<file path="src/double_ended_queue_core_assert.svh">
// Assertion macros shared by the deque core modules.
// Each macro expects signals named clk and rst_n in the using module.
`ifndef DOUBLE_ENDED_QUEUE_CORE_ASSERT_SVH
`define DOUBLE_ENDED_QUEUE_CORE_ASSERT_SVH

// Same-cycle implication.
`define DEQ_ASSERT_NOW(label, ante, cons, msg) \
  label: assert property (@(posedge clk) disable iff (!rst_n) (ante) |-> (cons)) \
    else $error(msg);

// Next-cycle implication.
`define DEQ_ASSERT_NEXT(label, ante, cons, msg) \
  label: assert property (@(posedge clk) disable iff (!rst_n) (ante) |=> (cons)) \
    else $error(msg);

`endif

</file>
<file path="src/deq_pkg.sv">
package deq_pkg;

  localparam int DEPTH_DEF = 16;
  localparam int WORD_W    = 32;
  localparam int ACT_W     = 3;
  localparam int ST_W      = 2;

  // Action codes carried on the input tuser.
  localparam logic [ACT_W-1:0] ACT_PUSH_FRONT = 3'd0;
  localparam logic [ACT_W-1:0] ACT_PUSH_BACK  = 3'd1;
  localparam logic [ACT_W-1:0] ACT_POP_FRONT  = 3'd2;
  localparam logic [ACT_W-1:0] ACT_POP_BACK   = 3'd3;
  localparam logic [ACT_W-1:0] ACT_READ_ALL   = 3'd4;

  // Result status codes carried on the output tuser.
  localparam logic [ST_W-1:0] ST_OK    = 2'd0;
  localparam logic [ST_W-1:0] ST_EMPTY = 2'd1;
  localparam logic [ST_W-1:0] ST_FULL  = 2'd2;

  // Controller to datapath.
  typedef struct packed {
    logic             start;   // item accepted this cycle
    logic             emit;    // load the output register this cycle
    logic [ACT_W-1:0] action;  // action in progress (input action while start)
  } deq_cmd_t;

  // Datapath to controller.
  typedef struct packed {
    logic empty;       // no entries stored
    logic last_entry;  // read-out pointer is on the back entry
  } deq_stat_t;

endpackage

</file>
<file path="src/deq_ram.sv">
module deq_ram
  #(parameter int WIDTH = 32,
    parameter int DEPTH = 16,
    localparam int AW   = (DEPTH > 1) ? $clog2(DEPTH) : 1)
  (input  logic             clk,
   input  logic             wr_en,
   input  logic [AW-1:0]    wr_addr,
   input  logic [WIDTH-1:0] wr_data,
   input  logic             rd_en,
   input  logic [AW-1:0]    rd_addr,
   output logic [WIDTH-1:0] rd_data);

  logic [WIDTH-1:0] mem [DEPTH];
  logic [WIDTH-1:0] rd_data_r;

  always_ff @(posedge clk) begin
    if (wr_en) begin
      mem[wr_addr] <= wr_data;
    end
    if (rd_en) begin
      rd_data_r <= mem[rd_addr];
    end
  end

  assign rd_data = rd_data_r;

endmodule

</file>
<file path="src/deq_datapath.sv">
module deq_datapath
  import deq_pkg::*;
  #(parameter int DEPTH = DEPTH_DEF)
  (input  logic              clk,
   input  logic              rst_n,
   input  deq_cmd_t          cmd,
   input  logic [WORD_W-1:0] in_value,
   output deq_stat_t         stat,
   output logic [WORD_W-1:0] out_value,
   output logic [ST_W-1:0]   out_status,
   output logic              out_last);

  localparam int AW = (DEPTH > 1) ? $clog2(DEPTH) : 1;
  localparam int CW = $clog2(DEPTH + 1);
  localparam logic [AW:0]   DEPTH_X  = (AW + 1)'(DEPTH);
  localparam logic [AW-1:0] LAST_IDX = AW'(DEPTH - 1);
  localparam logic [CW-1:0] FULL_CNT = CW'(DEPTH);

  function automatic logic [AW-1:0] wrap_add(input logic [AW-1:0] base,
                                             input logic [AW-1:0] off);
    logic [AW:0] sum;
    sum = {1'b0, base} + {1'b0, off};
    if (sum >= DEPTH_X) begin
      sum = sum - DEPTH_X;
    end
    return sum[AW-1:0];
  endfunction

  function automatic logic [AW-1:0] wrap_inc(input logic [AW-1:0] p);
    return (p == LAST_IDX) ? '0 : p + 1'b1;
  endfunction

  function automatic logic [AW-1:0] wrap_dec(input logic [AW-1:0] p);
    return (p == '0) ? LAST_IDX : p - 1'b1;
  endfunction

  logic [AW-1:0]     head_r, head_nxt;
  logic [CW-1:0]     count_r, count_nxt;
  logic [AW-1:0]     ptr_r, ptr_nxt;
  logic [CW-1:0]     idx_r, idx_nxt;
  logic [WORD_W-1:0] value_r;
  logic [WORD_W-1:0] res_value_r, res_value_nxt;
  logic [ST_W-1:0]   res_status_r, res_status_nxt;
  logic              res_last_r, res_last_nxt;

  logic              empty, full, last_entry;
  logic [CW-1:0]     cnt_m1, idx_p1;
  logic              wr_en, rd_en;
  logic [AW-1:0]     wr_addr, rd_addr;
  logic [WORD_W-1:0] rd_data;

  assign empty      = (count_r == '0);
  assign full       = (count_r == FULL_CNT);
  assign cnt_m1     = count_r - CW'(1);
  assign idx_p1     = idx_r + CW'(1);
  assign last_entry = (idx_p1 == count_r);

  assign stat.empty      = empty;
  assign stat.last_entry = last_entry;

  always_comb begin
    head_nxt       = head_r;
    count_nxt      = count_r;
    ptr_nxt        = ptr_r;
    idx_nxt        = idx_r;
    res_value_nxt  = res_value_r;
    res_status_nxt = res_status_r;
    res_last_nxt   = res_last_r;
    wr_en          = 1'b0;
    wr_addr        = head_r;
    rd_en          = 1'b0;
    rd_addr        = head_r;

    if (cmd.start) begin
      // Fetch the entry that the action will need once it executes.
      rd_en   = 1'b1;
      ptr_nxt = head_r;
      idx_nxt = '0;
      if (cmd.action == ACT_POP_BACK) begin
        rd_addr = wrap_add(head_r, cnt_m1[AW-1:0]);
      end
    end

    if (cmd.emit) begin
      res_last_nxt = 1'b1;
      case (cmd.action)
        ACT_PUSH_FRONT, ACT_PUSH_BACK: begin
          res_value_nxt  = value_r;
          res_status_nxt = full ? ST_FULL : ST_OK;
          if (!full) begin
            wr_en     = 1'b1;
            count_nxt = count_r + CW'(1);
            if (cmd.action == ACT_PUSH_FRONT) begin
              head_nxt = wrap_dec(head_r);
              wr_addr  = wrap_dec(head_r);
            end else begin
              wr_addr = wrap_add(head_r, count_r[AW-1:0]);
            end
          end
        end
        ACT_POP_FRONT, ACT_POP_BACK: begin
          res_value_nxt  = empty ? '0 : rd_data;
          res_status_nxt = empty ? ST_EMPTY : ST_OK;
          if (!empty) begin
            count_nxt = cnt_m1;
            if (cmd.action == ACT_POP_FRONT) begin
              head_nxt = wrap_inc(head_r);
            end
          end
        end
        ACT_READ_ALL: begin
          res_value_nxt  = empty ? '0 : rd_data;
          res_status_nxt = empty ? ST_EMPTY : ST_OK;
          res_last_nxt   = empty | last_entry;
          if (!empty && !last_entry) begin
            ptr_nxt = wrap_inc(ptr_r);
            idx_nxt = idx_p1;
            rd_en   = 1'b1;
            rd_addr = wrap_inc(ptr_r);
          end
        end
        default: begin
          res_last_nxt = res_last_r;
        end
      endcase
    end
  end

  always_ff @(posedge clk) begin
    if (!rst_n) begin
      head_r  <= '0;
      count_r <= '0;
      ptr_r   <= '0;
      idx_r   <= '0;
    end else begin
      head_r  <= head_nxt;
      count_r <= count_nxt;
      ptr_r   <= ptr_nxt;
      idx_r   <= idx_nxt;
    end
    if (cmd.start) begin
      value_r <= in_value;
    end
    res_value_r  <= res_value_nxt;
    res_status_r <= res_status_nxt;
    res_last_r   <= res_last_nxt;
  end

  deq_ram #(
    .WIDTH (WORD_W),
    .DEPTH (DEPTH)
  ) u_store (
    .clk     (clk),
    .wr_en   (wr_en),
    .wr_addr (wr_addr),
    .wr_data (value_r),
    .rd_en   (rd_en),
    .rd_addr (rd_addr),
    .rd_data (rd_data)
  );

  assign out_value  = res_value_r;
  assign out_status = res_status_r;
  assign out_last   = res_last_r;

`include "double_ended_queue_core_assert.svh"

  `DEQ_ASSERT_NOW(a_count_bound, 1'b1, count_r <= FULL_CNT, "entry count above depth")
  `DEQ_ASSERT_NOW(a_head_bound, 1'b1, {1'b0, head_r} < DEPTH_X, "head index out of range")

endmodule

</file>
<file path="src/deq_ctrl.sv">
module deq_ctrl
  import deq_pkg::*;
  (input  logic             clk,
   input  logic             rst_n,
   input  logic             in_tvalid,
   input  logic [ACT_W-1:0] in_action,
   output logic             in_tready,
   output logic             out_tvalid,
   input  logic             out_tready,
   input  deq_stat_t        stat,
   output deq_cmd_t         cmd);

  typedef enum logic {S_IDLE, S_EMIT} state_t;

  state_t           state_r, state_nxt;
  logic [ACT_W-1:0] action_r, action_nxt;
  logic             out_valid_r, out_valid_nxt;
  logic             start, emit, done;

  assign in_tready = (state_r == S_IDLE);
  assign start     = in_tvalid & in_tready;
  assign emit      = (state_r == S_EMIT) & (~out_valid_r | out_tready);

  // A read-out keeps emitting until the back entry has gone out.
  assign done = emit & ((action_r != ACT_READ_ALL) | stat.empty | stat.last_entry);

  assign cmd.start  = start;
  assign cmd.emit   = emit;
  assign cmd.action = start ? in_action : action_r;

  always_comb begin
    state_nxt     = state_r;
    action_nxt    = action_r;
    out_valid_nxt = emit | (out_valid_r & ~out_tready);
    unique case (state_r)
      S_IDLE: begin
        if (start) begin
          action_nxt = in_action;
          // Codes past the last action are dropped without a result.
          if (in_action <= ACT_READ_ALL) begin
            state_nxt = S_EMIT;
          end
        end
      end
      S_EMIT: begin
        if (done) begin
          state_nxt = S_IDLE;
        end
      end
      default: begin
        state_nxt = S_IDLE;
      end
    endcase
  end

  always_ff @(posedge clk) begin
    if (!rst_n) begin
      state_r     <= S_IDLE;
      action_r    <= ACT_PUSH_FRONT;
      out_valid_r <= 1'b0;
    end else begin
      state_r     <= state_nxt;
      action_r    <= action_nxt;
      out_valid_r <= out_valid_nxt;
    end
  end

  assign out_tvalid = out_valid_r;

`include "double_ended_queue_core_assert.svh"

  `DEQ_ASSERT_NOW(a_no_overwrite, out_valid_r && !out_tready, !cmd.emit, "pending result overwritten")
  `DEQ_ASSERT_NEXT(a_emit_valid, cmd.emit, out_valid_r, "emitted result not presented")
  `DEQ_ASSERT_NEXT(a_start_exec, cmd.start && in_action <= ACT_READ_ALL, state_r == S_EMIT, "accepted action not executed")

endmodule

</file>
<file path="src/double_ended_queue_core.sv">
// Double-ended queue core: push/pop at either end, or read out all entries.
// A result is loaded into the output register in the emit state, once it is free.
// One item is handled at a time; a read-out emits one entry per cycle while the output
// side keeps up, set by the single registered read port of the entry store.
// Reset: synchronous, active-low rst_n clears head, count and control; the store itself
// is not cleared, as only written entries ever reach the output.
module double_ended_queue_core
  import deq_pkg::*;
  #(parameter int DEPTH = DEPTH_DEF)
  (input  logic              clk,
   input  logic              rst_n,
   // Input channel.
   input  logic              in_tvalid,
   output logic              in_tready,
   input  logic [WORD_W-1:0] in_tdata,   // [31:0] value
   input  logic [ACT_W-1:0]  in_tuser,   // [2:0] action
   // Result channel.
   output logic              out_tvalid,
   input  logic              out_tready,
   output logic [WORD_W-1:0] out_tdata,  // [31:0] value_res
   output logic [ST_W-1:0]   out_tuser,  // [1:0] status
   output logic              out_tlast);

  // The controller sequences one item at a time: it takes a transfer in
  // while idle, even when the previous result still sits in the output
  // register, and then executes the action once that register can be
  // loaded. A read-out walks the entries from front to back, issuing the
  // next store read in the same cycle that it emits the current entry, so
  // it sustains one result per cycle while the output side keeps up.
  // Unknown actions are accepted and dropped without a result.

  deq_cmd_t  cmd;
  deq_stat_t stat;

  deq_ctrl u_ctrl (
    .clk        (clk),
    .rst_n      (rst_n),
    .in_tvalid  (in_tvalid),
    .in_action  (in_tuser),
    .in_tready  (in_tready),
    .out_tvalid (out_tvalid),
    .out_tready (out_tready),
    .stat       (stat),
    .cmd        (cmd)
  );

  // The datapath holds the pointers, the entry store and the output
  // register; pushes echo the pushed word, pops return the removed word.
  deq_datapath #(
    .DEPTH (DEPTH)
  ) u_datapath (
    .clk        (clk),
    .rst_n      (rst_n),
    .cmd        (cmd),
    .in_value   (in_tdata),
    .stat       (stat),
    .out_value  (out_tdata),
    .out_status (out_tuser),
    .out_last   (out_tlast)
  );

endmodule

</file>
<file path="config.mk">
export PLATFORM = sky130hd
export DESIGN_NAME = double_ended_queue_core
export DESIGN_NICKNAME = d
export VERILOG_FILES = /design/src/deq_pkg.sv /design/src/deq_ram.sv /design/src/deq_datapath.sv /design/src/deq_ctrl.sv /design/src/double_ended_queue_core.sv
export VERILOG_INCLUDE_DIRS = /design/src /design/src/src
export SDC_FILE = /design/constraint.sdc
export NUM_CORES = 1
export LEC_CHECK = 0
export ABC_AREA = 1
export CORE_ASPECT_RATIO = 1.2
export CORE_UTILIZATION = 30
export CTS_BUF_LIST = sky130_fd_sc_hd__clkbuf_8
export CTS_CLUSTER_DIAMETER = 100
export CTS_CLUSTER_SIZE = 28
export DETAILED_ROUTE_END_ITERATION = 6
export DONT_BUFFER_PORTS = 1
export GPL_ROUTABILITY_DRIVEN = 0
export MAX_ROUTING_LAYER = met4
export PLACE_DENSITY = 0.46
export SETUP_SLACK_MARGIN = 0.05
export SLEW_MARGIN = 20
export SYNTH_ARGS = -nofsm -noshare
export SYNTH_HDL_FRONTEND = slang
export SYNTH_HIERARCHICAL = 1
export SYNTH_SLANG_ARGS = --single-unit
export TNS_END_PERCENT = 50
</file>
<file path="constraint.sdc">
create_clock -name clk -period 10.3 [get_ports clk]
set_clock_uncertainty 0.15 [all_clocks]
set_input_delay 0.515 -clock clk [delete_from_list [all_inputs] [get_ports clk]]
set_output_delay 0.515 -clock clk [all_outputs]
set_load 0.005 [all_outputs]
</file>
==> metrics.md, run 1 <==
| Metric | Value |
|---|---|
| Unrepaired setup endpoints after global routing | `false` |
| Final worst path period need | `between 5 and 6 ns` |
| Critical Path AT | `around 5.6 ns` |
| Reg2reg path depth | `17` |
| Initial antenna violation count | `3` |
| Final Instance Count excl. Fillers | `about 3800` |
| Detailed-route DRC error count | `0` |
| Slowest cell on crit path | `buf_4` |
| Met2 Use GR | `about 28%` |
| Global-route wire length before repair | `~110 mm` |
| Ys async rst share | `0%` |
| WHS Path Cells | `1` |
| Cts bufs inserted | `28` |
| Critical Path Start | `u_ctrl/state_r$_SDFF_PN0_` |
| Min-Delay Startpoint | `in_tdata[4]` |
| GR peak layer | `met2` |
| Clk sink count | `approximately 630` |
| Post-DR vias/cell | `4.61` |
| Final WS setup | `~5.0 ns` |
| Die area | `93100 um2` |
| Clk pwr share | `about 24%` |
| Die W | `approximately 280 um` |
| F_max | `0.188 GHz` |
| Worst R2R Setup Slack | `about 5.0 ns` |
| Status | `finished, final reports clean` |
| Hold Crit Class | `in2reg` |
| Total gr overflow | `0` |
| R2R Path End | `u_datapath/u_store/rd_data[16]$_DFFE_PP_` |
| CP startpoint kind | `flop` |
| Synth Flop Type | `edfxtp_1` |
| H-tree levels | `1` |
| Row count | `121` |
| Core Box Area | `roughly 90000 um2` |
| Antenna-violating nets left | `0` |
| IO buf count | `0` |
| Post-place setup slack | `4.93 ns` |
| Met3 GRT Util | `under 10%` |
| Worst setup path category | `reg2reg` |
| Register area share after synthesis | `68.2%` |
| RR Startpoint | `u_ctrl/state_r$_SDFF_PN0_` |
| Slew HR | `between 20% and 30%` |
| Psw | `between 0.001 and 0.0015 W` |
| Switching share of power | `between 20% and 30%` |
| Fillers | `9132` |
| Clock buffer depth | `3` |
| First-pass DRT Iterations | `5` |
| Met1 Use GR | `between 20% and 30%` |
| P&R area growth vs syn | `7.09%` |
| CTS root buf | `clkbuf_8` |
| Register area | `between 15000 and 20000 um2` |
| Cells after synthesis | `2612` |
| Layout Nets | `2641` |
| Seq pwr share | `66.6%` |
| Fraction of layout cells with a size suffix above 1 | `under 10%` |
| Clk Latency, worst-skew pair | `0.78 ns` |
| Pwr/cell area | `roughly 150 nW/um2` |
| DR iter-0 viols | `1336` |
| CP delay by family, top | `buffers and inverters` |
| Hold Crit Endpoint | `u_datapath/value_r[4]$_DFFE_PP_` |
| DP HPWL | `approximately 37 mm` |
| Synthesized area per cell | `between 10 and 15 um2` |
| Initial Util | `just over 30%` |
| Final period util | `around 52%` |
| Post-synth EDFFs | `between 600 and 700` |
| Clock Pin Slew Worst Setup and Hold Paths | `0.17 ns` |
| Die height | `between 300 and 400 um` |
| Routed WL per cell | `between 15 and 20 um` |
| Critical Path Most Common Cell | `nand3_1` |
| Gr usage total | `16.2%` |
| Int Pwr | `between 0.003 and 0.004 W` |
| Leak | `11.7 nW` |
| Area of the multi-input gates | `6440 um2` |
| Buf+Inv Stages, Crit Path | `5` |
| Cells along the critical path | `inv_2 > nand2_4 > nor2_1 > a21oi_1 > inv_1 > nor3_4 > inv_1 > nor2_4 > nand4_1 > nand2_4 > buf_4 > buf_4 > nand2_1 > nand3_1 > nand3_1 > nand3_1 > nand2_1` |
| YS warnings | `6` |
| Layout Utilization | `32.5%` |
| Cell Area, Synth | `between 20000 and 30000 um2` |
| Final hold violations | `0` |
| Measured slew at the worst slew-check pin | `1.11 ns` |
| Syn Nets | `approximately 2700` |
| Largest net degree at the start of global routing | `between 100 and 150` |
| Crit Path Max Fanout | `91` |
| Via count | `~17000` |
| TritonCTS clock tree | `done` |
| VDD IR-drop max | `114 uV` |
| Capturing element type of the critical path | `flop` |
| Req. time, crit path | `between 10 and 15 ns` |
| Netlist cell types | `39` |
| Number of global-route vias before repair | `approximately 17000` |
| # IOs | `76` |
| Setup TNS | `0 ns` |
| Cell count after placement | `3686` |
| Post-cts resize count | `0` |
| Max cap viols | `0` |
| CP max stage delay | `roughly 0.9 ns` |
| Drt total wl | `around 74 mm` |
| Yosys reg bits | `~630` |
| Max-slew violation count | `0` |
| Setup-failing EPs final | `0` |
| Comb pwr share | `under 10%` |
-- metal layers --
layer | wire [um] | vias up | share of wire (%)
met5 | 0 | - | 0
met4 | 1320 | 0 | 1.8
met3 | 2950 | 66 | 4.0
met2 | 36800 | 381 | 50
met1 | 32800 | 8536 | 44
li1 | - | 8404 | -
-- stage by stage --
stage	hold WS (ns)	total power, W	instance area (um2)
2_1_floorplan	0.301	0.00326	27600
3_3_place_gp	0.312	0.00338	28600
3_5_place_dp	0.319	0.00339	28600
4_1_cts	0.141	0.00447	29500
5_1_grt	0.156	0.00458	29500
6_report	0.218	0.00440	29500
-- worst register-to-register path: stages (launching register included) --
cell and delay [ns]:
dfxtp_1 0.38, inv_2 0.07, nand2_4 0.11, nor2_1 0.07, a21oi_1 0.43, inv_1 0.17
nor3_4 0.26, inv_1 0.17, nor2_4 0.27, nand4_1 0.23, nand2_4 0.38, buf_4 0.89
buf_4 0.92, nand2_1 0.17, nand3_1 0.12, nand3_1 0.09, nand3_1 0.12, nand2_1 0.06
-- flip-flops by register name, indices dropped and copies added, names as in the netlist --
name and cells:
u_datapath/u_store/mem 512, u_datapath/idx_r 5, u_datapath/u_store/rd_data 32, u_ctrl/action_r 3, u_datapath/out_last 1, u_ctrl/state_r 1, u_datapath/out_status 2, u_datapath/head_r 4
u_datapath/value_r 32, u_datapath/ptr_r 4, u_datapath/count_r 5, u_datapath/out_value 32, u_ctrl/out_tvalid 1
-- final cells by class --
type	instances	share of cell area, %
Sequential cell	634	63.7
Antenna cell	2	0.0170
Clock buffer	28	1.31
Inverter	441	5.64
Tap cell	1168	4.95
Clock inverter	17	0.420
Multi-Input combinational cell	1412	21.8
Timing Repair Buffer	70	2.15
-- worst max-delay path by stage --
stage	to	slack, ns	cells past startpoint
after global routing	u_datapath/u_store/rd_data[19]$_DFFE_PP_	4.59	17
final	u_datapath/u_store/rd_data[16]$_DFFE_PP_	4.98	17
after floorplan	u_datapath/u_store/mem[15][0]$_DFFE_PP_	6.34	14
after CTS	u_datapath/u_store/rd_data[16]$_DFFE_PP_	4.94	17
after global placement	u_datapath/u_store/rd_data[18]$_DFFE_PP_	5.03	16
after detailed placement	u_datapath/u_store/rd_data[16]$_DFFE_PP_	4.93	16
-- power groups by stage --
stage | sequential, W | clock [W] | combinational (W)
2_1_floorplan | 0.00297 | 0 | 0.000290
4_1_cts | 0.00293 | 0.00112 | 0.000412
6_report | 0.00293 | 0.00107 | 0.000403
5_1_grt | 0.00294 | 0.00119 | 0.000454
3_3_place_gp | 0.00299 | 0 | 0.000393
3_5_place_dp | 0.00299 | 0 | 0.000397
-- timing repair --
action | CTS | global route
hold endpoints to repair | 56 | 0
setup buffers | 0 | 0
hold buffers | 39 | 0
-- cell usage after synthesis, types with 2 or more instances --
cell type | number | area (um2)
buf_4 | 15 | 113
buf_2 | 43 | 215
buf_6 | 29 | 327
inv_1 | 433 | 1630
clkbuf_1 | 21 | 78.8
nand3b_1 | 2 | 15.0
a31oi_1 | 2 | 12.5
nor2_2 | 3 | 18.8
nand2_1 | 814 | 3060
a21oi_1 | 24 | 120
edfxtp_1 | 611 | 18300
inv_2 | 7 | 26.3
fa_1 | 2 | 40.0
o21ai_2 | 3 | 26.3
nor2_1 | 47 | 176
xnor2_1 | 5 | 43.8
ha_1 | 13 | 163
o21ai_0 | 59 | 295
nand3_1 | 405 | 2030
nand4_1 | 8 | 50.1
dfxtp_1 | 23 | 460
buf_1 | 14 | 52.6
a211oi_1 | 3 | 22.5
xor2_1 | 10 | 87.6
nand3_4 | 2 | 35.0
-- cells in the final DEF, fill, tap and decap left out, types with 2 or more instances in the layout --
cell           netlist  routed
inv_1              433     437
nand2_1            814     811
nor2_4               1      18
nor2_1              47      30
inv_6                0       3
o21ai_0             59      59
diode_2              0       2
buf_4               15      30
nand3_1            405     405
a211oi_1             3       3
clkbuf_8             0      28
xor2_1              10      10
clkinvlp_4           0       2
nand3_4              2       2
nand4_1              8       8
inv_2                7       9
ha_1                13      13
nand3b_1             2       2
xnor2_1              5       5
inv_4                1       2
o21ai_2              3       3
dfxtp_1             23      23
fa_1                 2       2
edfxtp_1           611     611
a21oi_1             24      23
nand2_4              1       4
dlygate4sd3_1        0      39
a31oi_1              2       2
nor2_2               3       3
-- cells by family (layout without fill, tap and decap cells) --
group | count (synthesis) | count (layout) | share of synthesized area, %
simple gates | 1287 | 1287 | 19.7
flops | 634 | 634 | 68.2
buf+inv | 566 | 556 | 9.01
compound gates | 95 | 95 | 1.83
fa+ha+maj | 15 | 15 | 0.735
xor+xnor | 15 | 15 | 0.477
other cells | 0 | 2 | 0
(Power assumes the default switching activity.)
==> run 2: changes to the inputs <==
--- a/config.mk
+++ b/config.mk
@@ -6,7 +6,7 @@
 export SDC_FILE = /design/constraint.sdc
 export NUM_CORES = 1
 export LEC_CHECK = 0
-export ABC_AREA = 1
+export ABC_AREA = 0
 export CORE_ASPECT_RATIO = 1.2
 export CORE_UTILIZATION = 30
 export CTS_BUF_LIST = sky130_fd_sc_hd__clkbuf_8
==> constraint.sdc (replaced) <==
create_clock -name clk -period 5.2 [get_ports clk]
set_clock_uncertainty 0.15 [all_clocks]
set_input_delay 0.26 -clock clk [delete_from_list [all_inputs] [get_ports clk]]
set_output_delay 0.26 -clock clk [all_outputs]
set_load 0.005 [all_outputs]
==> metrics.md, run 2 <==
| Metric | Value |
|---|---|
| Comb pwr share | `7.9% (-1.3 points)` |
| Core Box Area | `80700 um2 (-11%)` |
| Initial antenna violation count | `1 (-2)` |
| Via count | `11500 (-34%)` |
| Synthesized area per cell | `20.5 um2 (+94%)` |
| Most frequent cells in the layout | `edfxtp_1, mux4_2, a22oi_1` |
| Power, Total | `0.00853 W (+94%)` |
| Syn Nets | `1247 (-53%)` |
| VDD IR-drop max | `198 uV (+74%)` |
| YS warnings | `6 (unchanged)` |
| Setup-failing EPs final | `0 (unchanged)` |
| Register area share after synthesis | `76.8% (+8.6 points)` |
| Detailed-route DRC error count | `0 (unchanged)` |
| Compound-Gate Fraction of Synth Area | `5.11% (+3.3 points)` |
| Post-DR vias/cell | `4.99 (+8.2%)` |
| Adder-cell area share of the yosys netlist | `0.828% (+0.093 points)` |
| Switching share of power | `23.2% (-2.6 points)` |
| Hold Crit Class | `in2reg` |
| Seq pwr share | `68.3% (+1.7 points)` |
| P&R area growth vs syn | `11.0%` |
| Final hold violations | `0 (unchanged)` |
| Status | `finished, final reports clean` |
| Total gr overflow | `0 (unchanged)` |
| DP HPWL | `33.9 mm (-8.7%)` |
| Count leader, synth | `edfxtp_1` |
| Largest Register | `u_datapath/u_store/mem` |
| Post-synth EDFFs | `611 (unchanged)` |
| Leak | `8.11 nW (-31%)` |
| Max cap viols | `0 (unchanged)` |
| Top post-synthesis cells by area | `edfxtp_1, mux4_2, a22oi_1` |
| Commonest non-fill, non-tap cell in the layout | `edfxtp_1` |
| Max-slew violation count | `0 (unchanged)` |
| Yosys reg bits | `634 (unchanged)` |
| Fin Hold WS | `0.0444 ns (-0.173 ns)` |
| Final period util | `86.3% (+35 points)` |
| Die W | `263 um (-5.7%)` |
| Synth Area in Simple Gates | `2.77% (-17 points)` |
| Int Pwr | `0.00655 W (+100%)` |
| Capturing element type of the critical path | `flop` |
| Mux contribution to synthesized area | `12.2% (+12 points)` |
| Worst setup path category | `reg2reg` |
| Pwr/cell area | `314 nW/um2 (+110%)` |
| Largest register FFs | `512 (unchanged)` |
| CP startpoint kind | `flop` |
| Synth top area share | `74.9% (+8.4 points)` |
| Clk sink count | `634 (unchanged)` |
| Clock buffer depth | `3 (unchanged)` |
| Ys async rst share | `0% (unchanged)` |
| Final WS setup | `0.712 ns (-4.27 ns)` |
| IO buf count | `0 (unchanged)` |
| Antenna-violating nets left | `0 (unchanged)` |
| F_max | `0.223 GHz (+19%)` |
| Cts bufs inserted | `28 (unchanged)` |
| First-pass DRT Iterations | `4 (-1)` |
| Layout Nets | `1310 (-50%)` |
| Critical Path AT | `4.75 ns (-0.89 ns)` |
| Row count | `114 (-5.8%)` |
| Number of global-route vias before repair | `12200 (-28%)` |
| Unrepaired setup endpoints after global routing | `false` |
| Netlist cell types | `59 (+51%)` |
| Synth Flop Type | `edfxtp_1` |
| Post-place setup slack | `0.790 ns (-4.15 ns)` |
| Fillers | `7610 (-17%)` |
| Gr usage total | `14.6% (-1.6 points)` |
| Measured slew at the worst slew-check pin | `1.10 ns (-0.00823 ns)` |
| DR iter-0 viols | `881 (-34%)` |
| Main combinational cell family by area after synthesis | `multiplexers` |
| Initial Util | `30.3% (about the same)` |
| Drt total wl | `58.8 mm (-20%)` |
| Cell count after placement | `2210 (-40%)` |
| Clk Latency, worst-skew pair | `0.68 ns (-0.10 ns)` |
| Synth top cells by count | `edfxtp_1, mux4_2, a22oi_1, nand2_1` |
| Clock Pin Slew Worst Setup and Hold Paths | `0.15 ns (-0.02 ns)` |
| Routed WL per cell | `25.5 um (+30%)` |
| Crit Path Max Fanout | `18 (-80%)` |
| # IOs | `76 (unchanged)` |
| TritonCTS clock tree | `done` |
| Largest net degree at the start of global routing | `82 (-41%)` |
| Postcts setup bufs | `0 (unchanged)` |
| Clk pwr share | `23.8% (-0.5 points)` |
| Die height | `315 um (-5.7%)` |
| Cells after synthesis | `1193 (-54%)` |
| Setup TNS | `0 ns (unchanged)` |
| Synth Area in XOR/XNOR | `0.644% (+0.17 points)` |
| Final Instance Count excl. Fillers | `2308 (-39%)` |
| Cell Area, Synth | `24500 um2 (-11%)` |
| Fraction of layout cells with a size suffix above 1 | `19.3% (+15 points)` |
| Psw | `0.00198 W (+74%)` |
| Req. time, crit path | `5.46 ns (-5.16 ns)` |
| Global-route wire length before repair | `86.6 mm (-22%)` |
| Slew HR | `25.7% (-0.23 points)` |
| Final worst path period need | `4.49 ns (-0.831 ns)` |
| CTS root buf | `clkbuf_8` |
| H-tree levels | `1 (unchanged)` |
| Area leader, netlist | `edfxtp_1` |
| Die area | `82800 um2 (-11%)` |
-- run 2: cell count changes after synthesis, sizes merged, moves of 23 or more --
cell and delta:
nand3 -396, o21ai -48, buf -68, inv -428
a22oi +65, mux4 +128, nand2 -762, a22o +32
nor2 -23
-- run 2: power by group through the flow --
stage / Combinational (W) / Sequential (W) / Clock (W)
after floorplan: 0.000447 / 0.00588 / 0
after global placement: 0.000650 / 0.00594 / 0
after detailed placement: 0.000651 / 0.00594 / 0
after CTS: 0.000692 / 0.00583 / 0.00213
after global routing: 0.000731 / 0.00584 / 0.00226
final: 0.000673 / 0.00582 / 0.00203
-- run 2: critical path: stages (launching register included) --
cell      delay [ns]
dfxtp_1         0.40
inv_1           0.16
ha_1            0.24
nor3b_1         0.49
a211oi_2        0.29
o21ai_0         0.92
nand2b_1        0.47
nor2_4          0.77
buf_4           0.32
-- run 2: logic make-up after synthesis --
family	after synthesis
flip-flops	634
AO/OA/AOI/OAI	168
AND/OR/NAND/NOR	140
multiplexers	138
buffers and inverters	80
XOR/XNOR	18
adder cells (fa/ha/maj)	15
-- run 2: per-layer routing --
metal	routed length [um]	vias up	global-route usage [%]	part of all wire (%)
met4	545	0	2.11	0.93
li1	-	5016	-	-
met5	0	-	-	0
met2	29300	165	24.6	50
met1	27000	6307	19.5	46
met3	1900	27	1.66	3.2
-- run 2: repair_timing --
item                                    CTS  global route
resized for setup                         0             0
endpoints found under the setup margin    0             0
endpoints found under the hold margin    65             1
hold buffers                             59             1
-- run 2: final cells by class --
class                      instances  area, um2  share of cell area (%)
antenna                            2       5.00                  0.0184
clock buffer                      29        399                    1.47
clock inverter                     7       76.3                   0.281
inverter                          13       48.8                   0.180
multi-input combinational        479       5480                    20.2
sequential                       634      18800                    69.2
tap                             1044       1310                    4.81
timing repair buffer             100       1040                    3.82
-- run 2: through the flow --
stage	area, um2	utilization [%]
after floorplan	24500	-
after global placement	26100	32.3
after detailed placement	26100	32.3
after CTS	27100	33.6
after global routing	27200	33.6
final	27200	33.6
-- run 2: worst paths after layout --
check | end | start | cells past startpoint | slack [ns]
max | u_datapath/u_store/mem[10][17]$_DFFE_PP_ | u_datapath/count_r[0]$_SDFFE_PN0P_ | 8 | 0.71
min | u_datapath/value_r[6]$_DFFE_PP_ | in_tdata[6] | 1 | 0.04
max reg2reg | u_datapath/u_store/mem[10][17]$_DFFE_PP_ | u_datapath/count_r[0]$_SDFFE_PN0P_ | 8 | 0.71
min reg2reg | u_datapath/out_value[24]$_DFFE_PP_ | u_datapath/u_store/rd_data[24]$_DFFE_PP_ | 1 | 0.40
==> run 3: changes to the inputs <==
--- a/config.mk
+++ b/config.mk
@@ -15,7 +15,6 @@
 export DETAILED_ROUTE_END_ITERATION = 6
 export DONT_BUFFER_PORTS = 1
 export GPL_ROUTABILITY_DRIVEN = 0
-export MAX_ROUTING_LAYER = met4
 export PLACE_DENSITY = 0.46
 export SETUP_SLACK_MARGIN = 0.05
 export SLEW_MARGIN = 20
==> metrics.md, run 3 (synthesis results as in run 2) <==
| Metric | Value |
|---|---|
| Status | `finished, final reports clean` |
| Cells along the critical path | `inv_1 > ha_1 > nor3b_1 > a211oi_2 > o21ai_0 > nand2b_1 > nor2_4 > buf_12` |
| Via count | `11500 (+0.23%)` |
| CP max stage delay | `0.91 ns (about the same)` |
| Number of global-route vias before repair | `12200 (+0.13%)` |
| Postcts setup bufs | `0 (unchanged)` |
| Largest Register | `u_datapath/u_store/mem` |
| Buf+Inv Stages, Crit Path | `2 (unchanged)` |
| Drt total wl | `58.8 mm (-0.10%)` |
| Die height | `315 um (unchanged)` |
| Fraction of layout cells with a size suffix above 1 | `19.3% (unchanged)` |
| Most frequent cells in the layout | `edfxtp_1, mux4_2, a22oi_1` |
| DR iter-0 viols | `897 (+1.8%)` |
| Register area | `18800 um2 (unchanged)` |
| Measured slew at the worst slew-check pin | `1.09 ns (-0.0141 ns)` |
| Seq pwr share | `68.2% (about the same)` |
| First-pass DRT Iterations | `6 (+2)` |
| TritonCTS clock tree | `done` |
| Die area | `82800 um2 (unchanged)` |
| Area of the multi-input gates | `5480 um2 (unchanged)` |
| Clk pwr share | `23.9% (about the same)` |
| Global-route wire length before repair | `86.6 mm (about the same)` |
| Unrepaired setup endpoints after global routing | `false` |
| Leak | `8.11 nW (unchanged)` |
| Layout Nets | `1310 (unchanged)` |
| Clock Pin Slew Worst Setup and Hold Paths | `0.16 ns (about the same)` |
| Slew HR | `26.6% (+0.95 points)` |
| Slowest cell on crit path | `o21ai_0` |
| IO buf count | `0 (unchanged)` |
| Int Pwr | `0.00655 W (about the same)` |
| Detailed-route DRC error count | `0 (unchanged)` |
| Clk Latency, worst-skew pair | `0.68 ns (about the same)` |
| Die W | `263 um (unchanged)` |
| Largest net degree at the start of global routing | `82 (unchanged)` |
| Total gr overflow | `0 (unchanged)` |
| F_max | `0.225 GHz (+1.1%)` |
| Fillers | `7613 (+0.039%)` |
| Cts bufs inserted | `28 (unchanged)` |
| Row count | `114 (unchanged)` |
| Pwr/cell area | `314 nW/um2 (about the same)` |
| Clock buffer depth | `3 (unchanged)` |
| Antenna-violating nets left | `0 (unchanged)` |
| Core Box Area | `80700 um2 (unchanged)` |
| Setup-failing EPs final | `0 (unchanged)` |
| # IOs | `76 (unchanged)` |
| Final hold violations | `0 (unchanged)` |
| Switching share of power | `23.3% (+0.069 points)` |
| Worst setup path category | `reg2reg` |
| Routed WL per cell | `25.5 um (-0.10%)` |
| Initial antenna violation count | `1 (unchanged)` |
| P&R area growth vs syn | `11.0% (unchanged)` |
| Comb pwr share | `7.9% (about the same)` |
| Clk sink count | `634 (unchanged)` |
| CP delay by family, top | `simple AND/OR/NAND/NOR gates` |
| Crit Path Max Fanout | `19 (+1)` |
| Capturing element type of the critical path | `flop` |
| Max cap viols | `0 (unchanged)` |
| Hold Crit Class | `in2reg` |
| Max-slew violation count | `0 (unchanged)` |
| CTS root buf | `clkbuf_8` |
| Power, Total | `0.00854 W (about the same)` |
| Hold-fix buffers at CTS | `59 (unchanged)` |
| Post-DR vias/cell | `5.00 (+0.23%)` |
| Final worst path period need | `4.44 ns (-0.0492 ns)` |
| Initial Util | `30.3% (unchanged)` |
| Req. time, crit path | `5.41 ns (-0.05 ns)` |
| CP startpoint kind | `flop` |
| VDD IR-drop max | `199 uV (+0.32%)` |
| Cell count after placement | `2210 (unchanged)` |
| Largest register FFs | `512 (unchanged)` |
| Final Instance Count excl. Fillers | `2308 (unchanged)` |
| Setup TNS | `0 ns (unchanged)` |
| Worst R2R Setup Slack | `0.76 ns (+0.05 ns)` |
| Final period util | `85.4% (-0.95 points)` |
| DP HPWL | `33.9 mm (unchanged)` |
| H-tree levels | `1 (unchanged)` |
| Commonest non-fill, non-tap cell in the layout | `edfxtp_1` |
| Critical Path AT | `4.65 ns (-0.10 ns)` |
| Psw | `0.00199 W (+0.39%)` |
| Post-cts resize count | `0 (unchanged)` |
| Gr usage total | `14.2% (-0.44 points)` |
==> run 3: cell counts in the layout (fill, tap and decap cells not counted) <==
No cell type changed its count.
==> run 3: cell type report <==
type	instances	share of cell area, %
antenna	2	0.0184
tap	1044	4.81
sequential	634	69.2
clock inverter	7	0.281
clock buffer	29	1.47
timing repair buffer	100	3.82
inverter	13	0.180
multi-input combinational	479	20.2
==> run 3: final timing paths <==
check	startpoint	depth (start not counted)	end
max	u_datapath/count_r[0]$_SDFFE_PN0P_	8	u_datapath/u_store/mem[6][20]$_DFFE_PP_
min	in_tdata[6]	1	u_datapath/value_r[6]$_DFFE_PP_
max reg2reg	u_datapath/count_r[0]$_SDFFE_PN0P_	8	u_datapath/u_store/mem[6][20]$_DFFE_PP_
min reg2reg	u_datapath/u_store/rd_data[12]$_DFFE_PP_	1	u_datapath/out_value[12]$_DFFE_PP_
==> run 3: metal layers <==
| metal | up-vias | share of wire, % | GRT usage, % | routed length (um) |
|---|---|---|---|---|
| met5 | - | 0 | 0 | 0 |
| met4 | 0 | 0.98 | 2.11 | 575 |
| met3 | 28 | 3.3 | 1.63 | 1930 |
| met2 | 173 | 50 | 24.6 | 29300 |
| met1 | 6321 | 46 | 19.6 | 27000 |
| li1 | 5019 | - | - | - |
==> run 3: power by group through the flow <==
stage                     Clock [W]  Sequential, W  Combinational (W)
after global routing        0.00227        0.00584           0.000730
final                       0.00204        0.00582           0.000673
after global placement            0        0.00594           0.000650
after floorplan                   0        0.00588           0.000447
after CTS                   0.00213        0.00583           0.000692
after detailed placement          0        0.00594           0.000651
==> run 3: stage by stage <==
step	instance area, um2	utilization, %	setup WS [ns]	hold WS [ns]
finish	27200	33.6	0.761	0.0404
floorplan	24500	-	0.173	0.209
global placement	26100	32.3	1.01	0.209
detailed placement	26100	32.3	0.790	0.209
CTS	27100	33.6	0.742	0.00142
global route	27200	33.6	0.430	0.00863
